`config.mk`:
```
export PLATFORM = sky130hd
export DESIGN_NAME = clock_time_set_and_display_scan_top_flat
export DESIGN_NICKNAME = d
export VERILOG_FILES = /design/src/hw/rtl/ctsd_pkg.sv /design/src/hw/rtl/ctsd_if.sv /design/src/hw/rtl/ctsd_core.sv /design/src/hw/rtl/ctsd_out_buf.sv /design/src/hw/rtl/clock_time_set_and_display_scan_top.sv /design/src/flat_wrapper.sv
export SDC_FILE = /design/constraint.sdc
export NUM_CORES = 1
export LEC_CHECK = 0
export ABC_AREA = 1
export BUFFER_PORTS_ARGS = -buffer_cell sky130_fd_sc_hd__buf_2
export CAP_MARGIN = 20
export CORE_MARGIN = 2
export CORE_UTILIZATION = 50
export CTS_BUF_LIST = sky130_fd_sc_hd__clkbuf_16
export CTS_CLUSTER_DIAMETER = 80
export DETAILED_ROUTE_END_ITERATION = 6
export PLACE_DENSITY = 0.71
export SYNTH_ARGS = -nofsm -noshare
export SYNTH_HDL_FRONTEND = slang
export SYNTH_SLANG_ARGS = --single-unit
```
`constraint.sdc`:
```
create_clock -name clk -period 4.75 [get_ports clk]
set_input_delay 0.475 -clock clk [delete_from_list [all_inputs] [get_ports clk]]
set_output_delay 0.475 -clock clk [all_outputs]
set_load 0.1 [all_outputs]
```
`src/hw/rtl/ctsd_pkg.sv`:
```
// Shared types, codes and the seven-segment decoder of the clock display controller.
`default_nettype none

package ctsd_pkg;

    // Request kinds carried on the input channel.
    typedef enum logic [1:0] {
        KIND_SET  = 2'd0,
        KIND_MODE = 2'd1,
        KIND_RTC  = 2'd2,
        KIND_SCAN = 2'd3
    } kind_t;

    // Time-setting steps: one per edit digit, then idle.
    typedef enum logic [2:0] {
        STEP_HT   = 3'd0,
        STEP_HO   = 3'd1,
        STEP_MT   = 3'd2,
        STEP_MO   = 3'd3,
        STEP_IDLE = 3'd4
    } step_t;

    // One result request as it leaves the controller.
    typedef struct packed {
        logic [6:0] seg_pattern;
        logic [1:0] digit_index;
        logic       colon_on;
        logic       commit;
        logic [5:0] set_hours_bcd;
        logic [6:0] set_minutes_bcd;
    } res_t;

    // Segments a to g, bit 0 is a; anything above nine is blank.
    function automatic logic [6:0] seg_of(input logic [3:0] digit);
        logic [6:0] pattern;
        case (digit)
            4'd0:    pattern = 7'h3F;
            4'd1:    pattern = 7'h06;
            4'd2:    pattern = 7'h5B;
            4'd3:    pattern = 7'h4F;
            4'd4:    pattern = 7'h66;
            4'd5:    pattern = 7'h6D;
            4'd6:    pattern = 7'h7D;
            4'd7:    pattern = 7'h07;
            4'd8:    pattern = 7'h7F;
            4'd9:    pattern = 7'h6F;
            default: pattern = 7'h00;
        endcase
        return pattern;
    endfunction

endpackage

`default_nettype wire

```
`src/hw/rtl/ctsd_if.sv`:
```
// Valid/ready channel interfaces for the input and result requests.
`default_nettype none

interface ctsd_req_if;
    logic       valid;
    logic       ready;
    logic [1:0] kind;
    logic [7:0] hours_raw;
    logic [7:0] minutes_raw;
    logic [7:0] seconds_raw;

    modport source (output valid, kind, hours_raw, minutes_raw, seconds_raw, input ready);
    modport sink   (input valid, kind, hours_raw, minutes_raw, seconds_raw, output ready);
endinterface

interface ctsd_rsp_if;
    logic       valid;
    logic       ready;
    logic [6:0] seg_pattern;
    logic [1:0] digit_index;
    logic       colon_on;
    logic       commit;
    logic [5:0] set_hours_bcd;
    logic [6:0] set_minutes_bcd;

    modport source (output valid, seg_pattern, digit_index, colon_on, commit,
                    set_hours_bcd, set_minutes_bcd, input ready);
    modport sink   (input valid, seg_pattern, digit_index, colon_on, commit,
                    set_hours_bcd, set_minutes_bcd, output ready);
endinterface

`default_nettype wire

```
`src/hw/rtl/ctsd_core.sv`:
```
// Time-setting state machine, RTC digit store and display scan of the clock controller.
`default_nettype none

module ctsd_core (
    input  wire logic          clk,
    input  wire logic          rst_n,
    input  wire logic          acc,
    input  wire logic [1:0]    kind,
    input  wire logic [7:0]    hours_raw,
    input  wire logic [7:0]    minutes_raw,
    input  wire logic [7:0]    seconds_raw,
    output logic               res_valid,
    output ctsd_pkg::res_t     res
);
    import ctsd_pkg::*;

    kind_t      kind_c;
    logic       editing;

    step_t      step_reg, step_next;
    logic [1:0] ht_reg, ht_next;
    logic [3:0] ho_reg, ho_next;
    logic [2:0] mt_reg, mt_next;
    logic [3:0] mo_reg, mo_next;
    logic [1:0] sh_ht_reg, sh_ht_next;
    logic [3:0] sh_ho_reg, sh_ho_next;
    logic [2:0] sh_mt_reg, sh_mt_next;
    logic [3:0] sh_mo_reg, sh_mo_next;
    logic       odd_reg, odd_next;
    logic [1:0] scan_reg, scan_next;
    logic [3:0] disp_digit;

    assign kind_c  = kind_t'(kind);
    assign editing = (step_reg != STEP_IDLE);

    // Mode button walks idle, then the four edit digits, then back to idle.
    always_comb
    begin
        step_next = step_reg;
        if (acc && kind_c == KIND_MODE)
        begin
            unique case (step_reg)
                STEP_IDLE: step_next = STEP_HT;
                STEP_HT:   step_next = STEP_HO;
                STEP_HO:   step_next = STEP_MT;
                STEP_MT:   step_next = STEP_MO;
                STEP_MO:   step_next = STEP_IDLE;
                default:   step_next = STEP_IDLE;
            endcase
        end
    end

    // Set button bumps the selected edit digit within its wrap limit.
    always_comb
    begin
        ht_next = ht_reg;
        ho_next = ho_reg;
        mt_next = mt_reg;
        mo_next = mo_reg;
        if (acc && kind_c == KIND_SET)
        begin
            unique case (step_reg)
                STEP_HT: ht_next = (ht_reg < 2'd2) ? ht_reg + 2'd1 : 2'd0;
                STEP_HO:
                begin
                    if (ht_reg != 2'd2 && ho_reg < 4'd9)
                        ho_next = ho_reg + 4'd1;
                    else if (ht_reg == 2'd2 && ho_reg < 4'd3)
                        ho_next = ho_reg + 4'd1;
                    else
                        ho_next = 4'd0;
                end
                STEP_MT: mt_next = (mt_reg < 3'd5) ? mt_reg + 3'd1 : 3'd0;
                STEP_MO: mo_next = (mo_reg < 4'd9) ? mo_reg + 4'd1 : 4'd0;
                default: ;
            endcase
        end
    end

    // RTC samples refresh the shown digits only while not editing.
    always_comb
    begin
        sh_ht_next = sh_ht_reg;
        sh_ho_next = sh_ho_reg;
        sh_mt_next = sh_mt_reg;
        sh_mo_next = sh_mo_reg;
        odd_next   = odd_reg;
        if (acc && kind_c == KIND_RTC && !editing)
        begin
            sh_ht_next = hours_raw[5:4];
            sh_ho_next = hours_raw[3:0];
            sh_mt_next = minutes_raw[6:4];
            sh_mo_next = minutes_raw[3:0];
            odd_next   = seconds_raw[0];
        end
    end

    // Each scan tick moves on to the next display position.
    always_comb
    begin
        scan_next = scan_reg;
        if (acc && kind_c == KIND_SCAN)
            scan_next = scan_reg + 2'd1;
    end

    // Digit at the current scan position, from the edit or the RTC set.
    always_comb
    begin
        unique case (scan_reg)
            2'd0:    disp_digit = editing ? {2'b00, ht_reg} : {2'b00, sh_ht_reg};
            2'd1:    disp_digit = editing ? ho_reg : sh_ho_reg;
            2'd2:    disp_digit = editing ? {1'b0, mt_reg} : {1'b0, sh_mt_reg};
            default: disp_digit = editing ? mo_reg : sh_mo_reg;
        endcase
    end

    // Result request: a scan tick, or the time write on the last mode press.
    always_comb
    begin
        res_valid = 1'b0;
        res       = '0;
        if (acc)
        begin
            case (kind_c)
                KIND_MODE:
                begin
                    if (step_reg == STEP_MO)
                    begin
                        res_valid           = 1'b1;
                        res.commit          = 1'b1;
                        res.set_hours_bcd   = {ht_reg, ho_reg};
                        res.set_minutes_bcd = {mt_reg, mo_reg};
                    end
                end
                KIND_SCAN:
                begin
                    res_valid       = 1'b1;
                    res.seg_pattern = seg_of(disp_digit);
                    res.digit_index = scan_reg;
                    res.colon_on    = editing ? 1'b1 : odd_reg;
                end
                default: ;
            endcase
        end
    end

    // State registers.
    always_ff @(posedge clk or negedge rst_n)
    begin
        if (!rst_n)
        begin
            step_reg  <= STEP_IDLE;
            ht_reg    <= '0;
            ho_reg    <= '0;
            mt_reg    <= '0;
            mo_reg    <= '0;
            sh_ht_reg <= '0;
            sh_ho_reg <= '0;
            sh_mt_reg <= '0;
            sh_mo_reg <= '0;
            odd_reg   <= 1'b0;
            scan_reg  <= '0;
        end
        else
        begin
            step_reg  <= step_next;
            ht_reg    <= ht_next;
            ho_reg    <= ho_next;
            mt_reg    <= mt_next;
            mo_reg    <= mo_next;
            sh_ht_reg <= sh_ht_next;
            sh_ho_reg <= sh_ho_next;
            sh_mt_reg <= sh_mt_next;
            sh_mo_reg <= sh_mo_next;
            odd_reg   <= odd_next;
            scan_reg  <= scan_next;
        end
    end

    // A time write only leaves on the press that ends the last edit digit.
    a_commit_step: assert property (@(posedge clk) disable iff (!rst_n)
        res_valid && res.commit |-> step_reg == STEP_MO && kind_c == KIND_MODE)
        else $error("time write outside the last edit step");

    // After the time write the controller is back in idle.
    a_commit_idle: assert property (@(posedge clk) disable iff (!rst_n)
        acc && kind_c == KIND_MODE && step_reg == STEP_MO |=> step_reg == STEP_IDLE)
        else $error("controller not idle after time write");

    // The hour tens edit digit never leaves 0 to 2.
    a_ht_range: assert property (@(posedge clk) disable iff (!rst_n)
        ht_reg <= 2'd2)
        else $error("hour tens edit digit out of range");

    // Scan position advances by exactly one per scan tick.
    a_scan_step: assert property (@(posedge clk) disable iff (!rst_n)
        acc && kind_c == KIND_SCAN |=> scan_reg == 2'($past(scan_reg) + 2'd1))
        else $error("scan position did not advance");

endmodule

`default_nettype wire

```
`src/hw/rtl/ctsd_out_buf.sv`:
```
// Two-entry result buffer: output register plus skid stage.
`default_nettype none

module ctsd_out_buf (
    input  wire logic            clk,
    input  wire logic            rst_n,
    input  wire logic            res_valid,
    input  wire ctsd_pkg::res_t  res,
    output logic                 space,
    ctsd_rsp_if.source           rsp
);
    import ctsd_pkg::*;

    res_t out_reg, skid_reg;
    logic out_valid_reg, skid_valid_reg;
    logic take;

    // New requests are taken whenever the skid stage is free.
    assign space = !skid_valid_reg;
    assign take  = out_valid_reg && rsp.ready;

    // Control of the two entries.
    always_ff @(posedge clk or negedge rst_n)
    begin
        if (!rst_n)
        begin
            out_valid_reg  <= 1'b0;
            skid_valid_reg <= 1'b0;
        end
        else if (take || !out_valid_reg)
        begin
            out_valid_reg  <= skid_valid_reg || res_valid;
            skid_valid_reg <= 1'b0;
        end
        else if (res_valid)
        begin
            skid_valid_reg <= 1'b1;
        end
    end

    // Payload of the two entries.
    always_ff @(posedge clk)
    begin
        if (take || !out_valid_reg)
            out_reg <= skid_valid_reg ? skid_reg : res;
        else if (res_valid)
            skid_reg <= res;
    end

    assign rsp.valid           = out_valid_reg;
    assign rsp.seg_pattern     = out_reg.seg_pattern;
    assign rsp.digit_index     = out_reg.digit_index;
    assign rsp.colon_on        = out_reg.colon_on;
    assign rsp.commit          = out_reg.commit;
    assign rsp.set_hours_bcd   = out_reg.set_hours_bcd;
    assign rsp.set_minutes_bcd = out_reg.set_minutes_bcd;

    // The skid stage is only ever filled behind a full output register.
    a_skid_behind: assert property (@(posedge clk) disable iff (!rst_n)
        skid_valid_reg |-> out_valid_reg)
        else $error("skid stage holds a request with the output register empty");

    // A drained output register is refilled from the skid stage.
    a_skid_drain: assert property (@(posedge clk) disable iff (!rst_n)
        skid_valid_reg && take |=> out_valid_reg && !skid_valid_reg)
        else $error("skid stage not moved into the output register");

    // A result arriving behind a stalled output is parked, not lost.
    a_skid_park: assert property (@(posedge clk) disable iff (!rst_n)
        out_valid_reg && !take && res_valid |=> skid_valid_reg)
        else $error("result dropped behind a stalled output");

endmodule

`default_nettype wire

```
`src/hw/rtl/clock_time_set_and_display_scan_top.sv`:
```
// Top level of the four-digit clock display controller with button time setting.
//
// The block takes one request per clock cycle: set button, mode button, RTC sample or
// display scan tick. A scan tick gives one result with the segment pattern, position and
// colon of the current digit. The fifth mode press of a setting pass gives one time-write
// result: the first press leaves idle and the next three step through the edit digits.
// Other requests give none. Each request is decoded by a single stage of logic from the
// state registers. Its result appears in the output register on the next cycle, unless an
// earlier result is still waiting there. A two-entry output buffer lets requests keep
// flowing while a result waits, and ready drops only when both entries are held.
`default_nettype none

module clock_time_set_and_display_scan_top (
    input  wire logic  clk,
    input  wire logic  rst_n,
    ctsd_req_if.sink   req,
    ctsd_rsp_if.source rsp
);
    import ctsd_pkg::*;

    logic acc;
    logic space;
    logic res_valid;
    res_t res;

    assign req.ready = space;
    assign acc       = req.valid && space;

    ctsd_core u_core (
        .clk         (clk),
        .rst_n       (rst_n),
        .acc         (acc),
        .kind        (req.kind),
        .hours_raw   (req.hours_raw),
        .minutes_raw (req.minutes_raw),
        .seconds_raw (req.seconds_raw),
        .res_valid   (res_valid),
        .res         (res)
    );

    ctsd_out_buf u_out_buf (
        .clk       (clk),
        .rst_n     (rst_n),
        .res_valid (res_valid),
        .res       (res),
        .space     (space),
        .rsp       (rsp)
    );

endmodule

`default_nettype wire
```
`src/flat_wrapper.sv`:
```
// flat-port wrapper written by rule: the top's interface ports become plain ports
module clock_time_set_and_display_scan_top_flat import ctsd_pkg::*;
  (clk, rst_n, req_valid, req_kind, req_hours_raw, req_minutes_raw, req_seconds_raw, req_ready, rsp_valid, rsp_seg_pattern, rsp_digit_index, rsp_colon_on, rsp_commit, rsp_set_hours_bcd, rsp_set_minutes_bcd, rsp_ready);
  ctsd_req_if req_i ();
  ctsd_rsp_if rsp_i ();
  input  wire logic clk;
  input  wire logic rst_n;
  input wire logic [$bits(req_i.valid)-1:0] req_valid;
  input wire logic [$bits(req_i.kind)-1:0] req_kind;
  input wire logic [$bits(req_i.hours_raw)-1:0] req_hours_raw;
  input wire logic [$bits(req_i.minutes_raw)-1:0] req_minutes_raw;
  input wire logic [$bits(req_i.seconds_raw)-1:0] req_seconds_raw;
  output wire logic [$bits(req_i.ready)-1:0] req_ready;
  output wire logic [$bits(rsp_i.valid)-1:0] rsp_valid;
  output wire logic [$bits(rsp_i.seg_pattern)-1:0] rsp_seg_pattern;
  output wire logic [$bits(rsp_i.digit_index)-1:0] rsp_digit_index;
  output wire logic [$bits(rsp_i.colon_on)-1:0] rsp_colon_on;
  output wire logic [$bits(rsp_i.commit)-1:0] rsp_commit;
  output wire logic [$bits(rsp_i.set_hours_bcd)-1:0] rsp_set_hours_bcd;
  output wire logic [$bits(rsp_i.set_minutes_bcd)-1:0] rsp_set_minutes_bcd;
  input wire logic [$bits(rsp_i.ready)-1:0] rsp_ready;
  assign req_i.valid = req_valid;
  assign req_i.kind = req_kind;
  assign req_i.hours_raw = req_hours_raw;
  assign req_i.minutes_raw = req_minutes_raw;
  assign req_i.seconds_raw = req_seconds_raw;
  assign req_ready = req_i.ready;
  assign rsp_valid = rsp_i.valid;
  assign rsp_seg_pattern = rsp_i.seg_pattern;
  assign rsp_digit_index = rsp_i.digit_index;
  assign rsp_colon_on = rsp_i.colon_on;
  assign rsp_commit = rsp_i.commit;
  assign rsp_set_hours_bcd = rsp_i.set_hours_bcd;
  assign rsp_set_minutes_bcd = rsp_i.set_minutes_bcd;
  assign rsp_i.ready = rsp_ready;
  clock_time_set_and_display_scan_top u_core (.clk(clk), .rst_n(rst_n), .req(req_i), .rsp(rsp_i));
endmodule
```
==> results of run 1 <==
[layout make-up]
| type | instances | area (µm²) |
|---|---|---|
| Sequential cell | 82 | 2290 |
| Inverter | 50 | 188 |
| Fill cell | 659 | 3070 |
| Tap cell | 102 | 128 |
| Multi-Input combinational cell | 249 | 1350 |
| Clock buffer | 9 | 225 |
| Clock inverter | 7 | 92.6 |
| Timing Repair Buffer | 47 | 268 |
[logic make-up after synthesis]
logic type,synth area share (%)
multiplexers,3.21
flip-flops,59.4
XOR/XNOR,0.227
buffers and inverters,5.83
AO/OA/AOI/OAI,7.26
adder cells (fa/ha/maj),4.54
AND/OR/NAND/NOR,19.5
[final timing paths]
| kind | start | endpoint | slack, ns |
|---|---|---|---|
| setup / recovery | u_core.u_out_buf.skid_valid_reg$_DFFE_PN0P_ | u_core.u_out_buf.skid_reg[12]$_DFFE_PP_ | 2.47 |
| hold / removal | rst_n | u_core.u_core.sh_ht_reg[1]$_DFFE_PN0P_ | 0.21 |
| setup reg to reg | u_core.u_out_buf.skid_valid_reg$_DFFE_PN0P_ | u_core.u_out_buf.skid_reg[12]$_DFFE_PP_ | 2.47 |
| hold reg to reg | u_core.u_core.sh_mo_reg[3]$_DFFE_PN0P_ | u_core.u_core.sh_mo_reg[3]$_DFFE_PN0P_ | 0.49 |
| max in group asynchronous | rst_n | u_core.u_out_buf.rsp.valid$_DFFE_PN0N_ | 4.05 |
| min in group clk | req_hours_raw[3] | u_core.u_core.sh_ho_reg[3]$_DFFE_PN0P_ | 0.36 |
[synthesized netlist by cell type, drive strengths merged (2+ instances only)]
cell,number,area share (%)
a21oi,13,2.0
buf,4,0.68
clkbuf,3,0.29
dfrtp,33,21
edfxtp,48,37
ha,14,4.5
inv,50,4.9
mux2,11,3.2
nand2,96,9.5
nand3,27,3.8
nand3b,2,0.39
nor2,41,4.4
nor3,4,0.91
o21ai,34,4.6
o22ai,3,0.49
[placed cells by master (no fill, tap or decap), drive strengths merged]
cell / count
bufinv: 2
edfxtp: 48
inv: 51
nand2: 96
dfrtp: 33
a21oi: 13
xor2: 1
mux2: 11
clkinv: 3
clkbuf: 9
nor4: 1
nand3b: 2
clkinvlp: 1
nor3b: 1
nand3: 27
buf: 47
o22ai: 3
nor2: 41
ha: 14
nor3: 4
o21ai: 34
dfstp: 1
o21a: 1
[per-stage QoR]
| step | cell area (µm²) | util (%) | cells |
|---|---|---|---|
| 6_report | 4540 | 59.7 | 546 |
| 5_1_grt | 4540 | 59.7 | 546 |
| 4_1_cts | 4510 | 59.3 | 545 |
| 3_5_place_dp | 4190 | 55.1 | 529 |
| 3_3_place_gp | 4180 | 54.9 | 528 |
| 2_1_floorplan | 3860 | - | 388 |
[critical path, cell delays in order (launching register included)]
cell	delay, ns
dfrtp_1	0.69
inv_2	0.14
nand2_1	0.12
nor2_1	0.16
o21ai_0	0.16
nor2_2	0.48
buf_8	0.24
[metal layers]
layer / wire length [µm] / vias up
met4: 59 / 0
li1: - / 1376
met1: 3170 / 1207
met2: 3240 / 77
met3: 453 / 5
met5: 0 / -
[power breakdown]
part           internal (mW)  switching [mW]
registers              0.942           0.116
logic                  0.287           0.779
clock network          0.459           0.268
total                   1.69            1.16
==> summary.md, run 1 <==
| Metric | Value |
|---|---|
| Post-synth top flop | edfxtp_1 |
| Drt total wl | 6.92 mm |
| M2 GR Usage | about 28% |
| Synth unique cells | 31 |
| Tcrit/Tclk final | 48.1% |
| Final Power | about 2.9 mW |
| Hold Vio Cnt, Final | 0 |
| Die Wd | slightly above 90 µm |
| Initial DRC count | approximately 170 |
| Synth Cell Area | about 0.0039 mm² |
| Max VDD drop | 0.000261 V |
| Final Max Tran Viols | 0 |
| DP Worst Slack | around 2.2 ns |
| Inserted Diodes | 0 |
| Nets | 483 |
| Total global-route track usage | between 10% and 20% |
| Vias in the first global route | ~2400 |
| GPL Wtd Cong | 0.812 |
| Vias | 2665 |
| Minimum clock period after layout | 2.28 ns |
| Max reg flops | 24 |
| CTS Buffer Depth | 2 |
| GR peak layer | met2 |
| Worst Hold Class | primary input to async pin |
| Core box area | between 0.007 and 0.008 mm² |
| Global routing met3 resource utilization | ~4.0% |
| Port Buf Inserts | 45 |
| Setup crit end kind | flop |
| Hold WS | 0.215 ns |
| Clk_lat worst skew | approximately 0.33 ns |
| Total of max-cap violations | 0 |
| Initial core utilization | 50.8% |
| DR WL/cell | 12.7 µm |
| Root buf cell | clkbuf_16 |
| Largest net degree at the start of global routing | 35 |
| # resized after CTS | 0 |
| Cells after Synth | around 390 |
| Worst EP arrival | between 2 and 2.5 ns |
| Post-CTS setup buffers | 0 |
| Clock-pin slew on the worst setup and hold paths | ~0.06 ns |
| Clock Skews | approximately 0.0080 ns |
| Worst EP required | roughly 4.8 ns |
| Status | finished, final reports clean |
| Met1 Usage GRT | roughly a quarter |
| Yosys warnings | 0 |
| RSZ-0062 raised after global routing | no |
| CTS Hold Buffers Added | 0 |
| Std-Cell Rows | 32 |
| Sequential element share of the synthesized area | just under 60% |
| Detail Placement HPWL | about 5 mm |
| Number of synthesized register bits | 82 |
| Ys async rst share | 41.5% |
| Vias/cell | 4.88 |
| Worst r2r path cells | 6 |
| Setup Viol. Count Final | 0 |
| Fmax | 438 MHz |
| Total grt overflow | 0 |
| Crit start category | flop |
| DRC viols | 0 |
| Syn nets | around 430 |
| Remaining antenna violation count | 0 |
| EDFF count, synth | 48 |
| Syn avg cell area | roughly 10 µm² |
| Cell area power density | about 630 mW/mm² |
| Worst-Margin Slew | 0.819 ns |
| First-pass GRT wire length | ~12 mm |
| H-tree Lvls | 3 |
| CTS buffer count | 9 |
| Post-route setup TNS | 0 ns |
| Critical-path maximum fanout | 26 |
| Pleak | around 2.2 nW |
| Critical path type | flop to flop |
| Area grow syn2layout | 17.6% |
| Die area | around 0.0084 mm² |
| Share of cells above drive strength 1 | between 20% and 30% |
| Final WS setup | about 2.5 ns |
| Die H | 91.9 µm |
| Rel. slew slack | 45.4% |
| TritonCTS clock tree | yes |
| I/O pins | 56 |
| TritonCTS Sinks | 82 |
| DRT Pass-1 Iters | 5 |
| Initial antenna violation count | 0 |
Note: power is estimated with default switching activity, not from simulation.
==> inputs of run 2 (changes only) <==
- clock period: 4.75 -> 2.4 ns (I/O delays scaled with it)
==> summary.md, run 2 (synthesis results as in run 1) <==
| Metric | Value |
|---|---|
| Total global-route track usage | 18.6% |
| Clk_lat worst skew | 0.34 ns |
| Drt total wl | around 7.2 mm |
| Max layer used | met4 |
| Final Max Tran Viols | 0 |
| Cell area power density | approximately 1300 mW/mm² |
| RR Endpoint | u_core.u_out_buf.rsp.seg_pattern[3]$_DFFE_PN_ |
| Routed wl met2 | roughly 3.2 mm |
| CP dominant cell by count | nand2_1 |
| H-tree Lvls | 3 |
| First-pass GRT wire length | around 12 mm |
| Initial DRC count | approximately 150 |
| Slowest Stage Delay on Critical Path | 0.42 ns |
| Worst-Margin Slew | 0.778 ns |
| Worst EP arrival | around 2.3 ns |
| DRC viols | 0 |
| Clock Skews | between 0.008 and 0.009 ns |
| Critical-path maximum fanout | 5 |
| Die Wd | between 90 and 100 µm |
| Met3 WL | ~370 µm |
| Remaining antenna violation count | 0 |
| Die H | 91.9 µm |
| Clock-pin slew on the worst setup and hold paths | approximately 0.070 ns |
| Die area | 0.00844 mm² |
| Port Buf Inserts | 45 |
| Worst EP required | around 2.5 ns |
| Detail Placement HPWL | about 5.1 mm |
| Area grow syn2layout | 18.2% |
| CTS buffer count | 9 |
| Critical path, cell by cell | inv_1 -> ha_2 -> nand2_1 -> nand2_1 -> nor2_1 -> nor2_1 -> nor2_4 -> inv_1 -> ha_1 -> inv_1 -> nand2_1 -> nand3_1 -> nand2_1 -> nand2_1 |
| DR WL/cell | 13.1 µm |
| Nets | roughly 480 |
| Crit path max-delay cell type | dfrtp_1 |
| Initial antenna violation count | 0 |
| Largest net degree at the start of global routing | 35 |
| TritonCTS clock tree | yes |
| Max reg flops | 24 |
| TritonCTS Sinks | 82 |
| Leading cell type in the layout, fill and taps excluded | nand2_1 |
| Launch point of the worst path | u_core.u_core.scan_reg[0]$_DFFE_PN0P_ |
| Post-CTS setup buffers | 0 |
| Worst Hold Class | primary input to async pin |
| FF-to-FF Start | u_core.u_core.scan_reg[0]$_DFFE_PN0P_ |
| Most frequent cells in the layout | 92 x nand2_1, 48 x edfxtp_1, 45 x buf_2 |
| Post-route setup TNS | 0 ns |
| CTS Buffer Depth | 2 |
| DP Worst Slack | approximately 0.14 ns |
| Metal-1 WL | approximately 3.4 mm |
| Setup Viol. Count Final | 0 |
| Status | complete, but fails checks |
| Failing checks | negative hold slack |
| Util after Layout | 60.0% |
| Root buf cell | clkbuf_16 |
| Vias in the first global route | between 2000 and 3000 |
| Crit start category | flop |
| Crit path capture | u_core.u_out_buf.rsp.seg_pattern[3]$_DFFE_PN_ |
| GPL Wtd Cong | ~0.83 |
| Hold Vio Cnt, Final | 33 |
| Core box area | about 0.0076 mm² |
| Inserted Diodes | 0 |
| Vias/cell | around 5.0 |
| I/O pins | 56 |
| Worst r2r path cells | 14 |
| Final WS setup | roughly 0.20 ns |
| Fmax | ~460 MHz |
| Total of max-cap violations | 0 |
| Tcrit/Tclk final | approximately nine tenths |
| Flop2flop setup slack | roughly 0.20 ns |
| Max VDD drop | around 0.00056 V |
| Critical path type | flop to flop |
| Std-Cell Rows | 32 |
| RSZ-0062 raised after global routing | no |
| Setup crit end kind | flop |
| Rel. slew slack | 48.1% |
| DRT Pass-1 Iters | 5 |
| Share of cells above drive strength 1 | 23.1% |
| Pleak | 2.16 nW |
| Initial core utilization | about half |
| Vias | roughly 2700 |
| Minimum clock period after layout | 2.20 ns |
| Total grt overflow | 0 |
| Hold WS | -0.0168 ns |
-- run 2: changes by cell type in the layout (fill, tap and decap cells not counted), sizes merged --
cell and delta:
clkinv -2, inv +1, buf +1, bufinv +1
-- run 2: final cells by class --
class	instances	area, µm²
timing repair buffer	48	248
clock inverter	7	119
sequential	82	2290
fill	650	3040
clock buffer	9	225
multi-input combinational	249	1360
tap	102	128
inverter	50	190
-- run 2: worst min-delay path by stage --
| stage | start | endpoint |
|---|---|---|
| after detailed placement | rst_n | u_core.u_core.ho_reg[1]$_DFFE_PN0P_ |
| final | rst_n | u_core.u_core.ho_reg[1]$_DFFE_PN0P_ |
| after global placement | rst_n | u_core.u_core.ho_reg[1]$_DFFE_PN0P_ |
| after floorplan | rst_n | u_core.u_core.ho_reg[0]$_DFFE_PN0P_ |
| after global routing | rst_n | u_core.u_core.ho_reg[1]$_DFFE_PN0P_ |
| after CTS | rst_n | u_core.u_core.ho_reg[1]$_DFFE_PN0P_ |
-- run 2: where the power goes --
group	internal (mW)	total, mW	switching (mW)
clock network	1.02	1.57	0.555
registers	1.87	2.11	0.244
logic	0.566	2.12	1.55
-- run 2: per-stage QoR --
stage | instances | total power, mW | hold slack (ns) | instance area (µm²)
finish | 547 | 5.80 | -0.0168 | 4560
floorplan | 388 | 3.78 | -0.0556 | 3870
global route | 547 | 6.15 | 0.0437 | 4560
CTS | 547 | 5.80 | 0.00975 | 4550
global placement | 531 | 4.13 | 0.361 | 4210
detailed placement | 531 | 4.22 | 0.362 | 4210
-- run 2: worst max-delay path: cells and delay by family, from the launching register on --
kind / cells / cell delay (ns)
adders and majority gates: 2 / 0.55
and+or+nand+nor: 9 / 0.73
buffers and inverters: 3 / 0.25
DFF: 1 / 0.42
-- run 2: what timing repair did --
action	in CTS	in global routing
resized for setup	0	4
hold endpoints to repair	0	0
endpoints found under the setup margin	0	8
hold buffers	0	0
-- run 2: per-layer routing --
metal  track usage (%)  up-vias
met1              25.7     1268
met2              27.8       62
met5                 0        -
li1                  -     1377
met3              5.42       18
met4              7.71        0
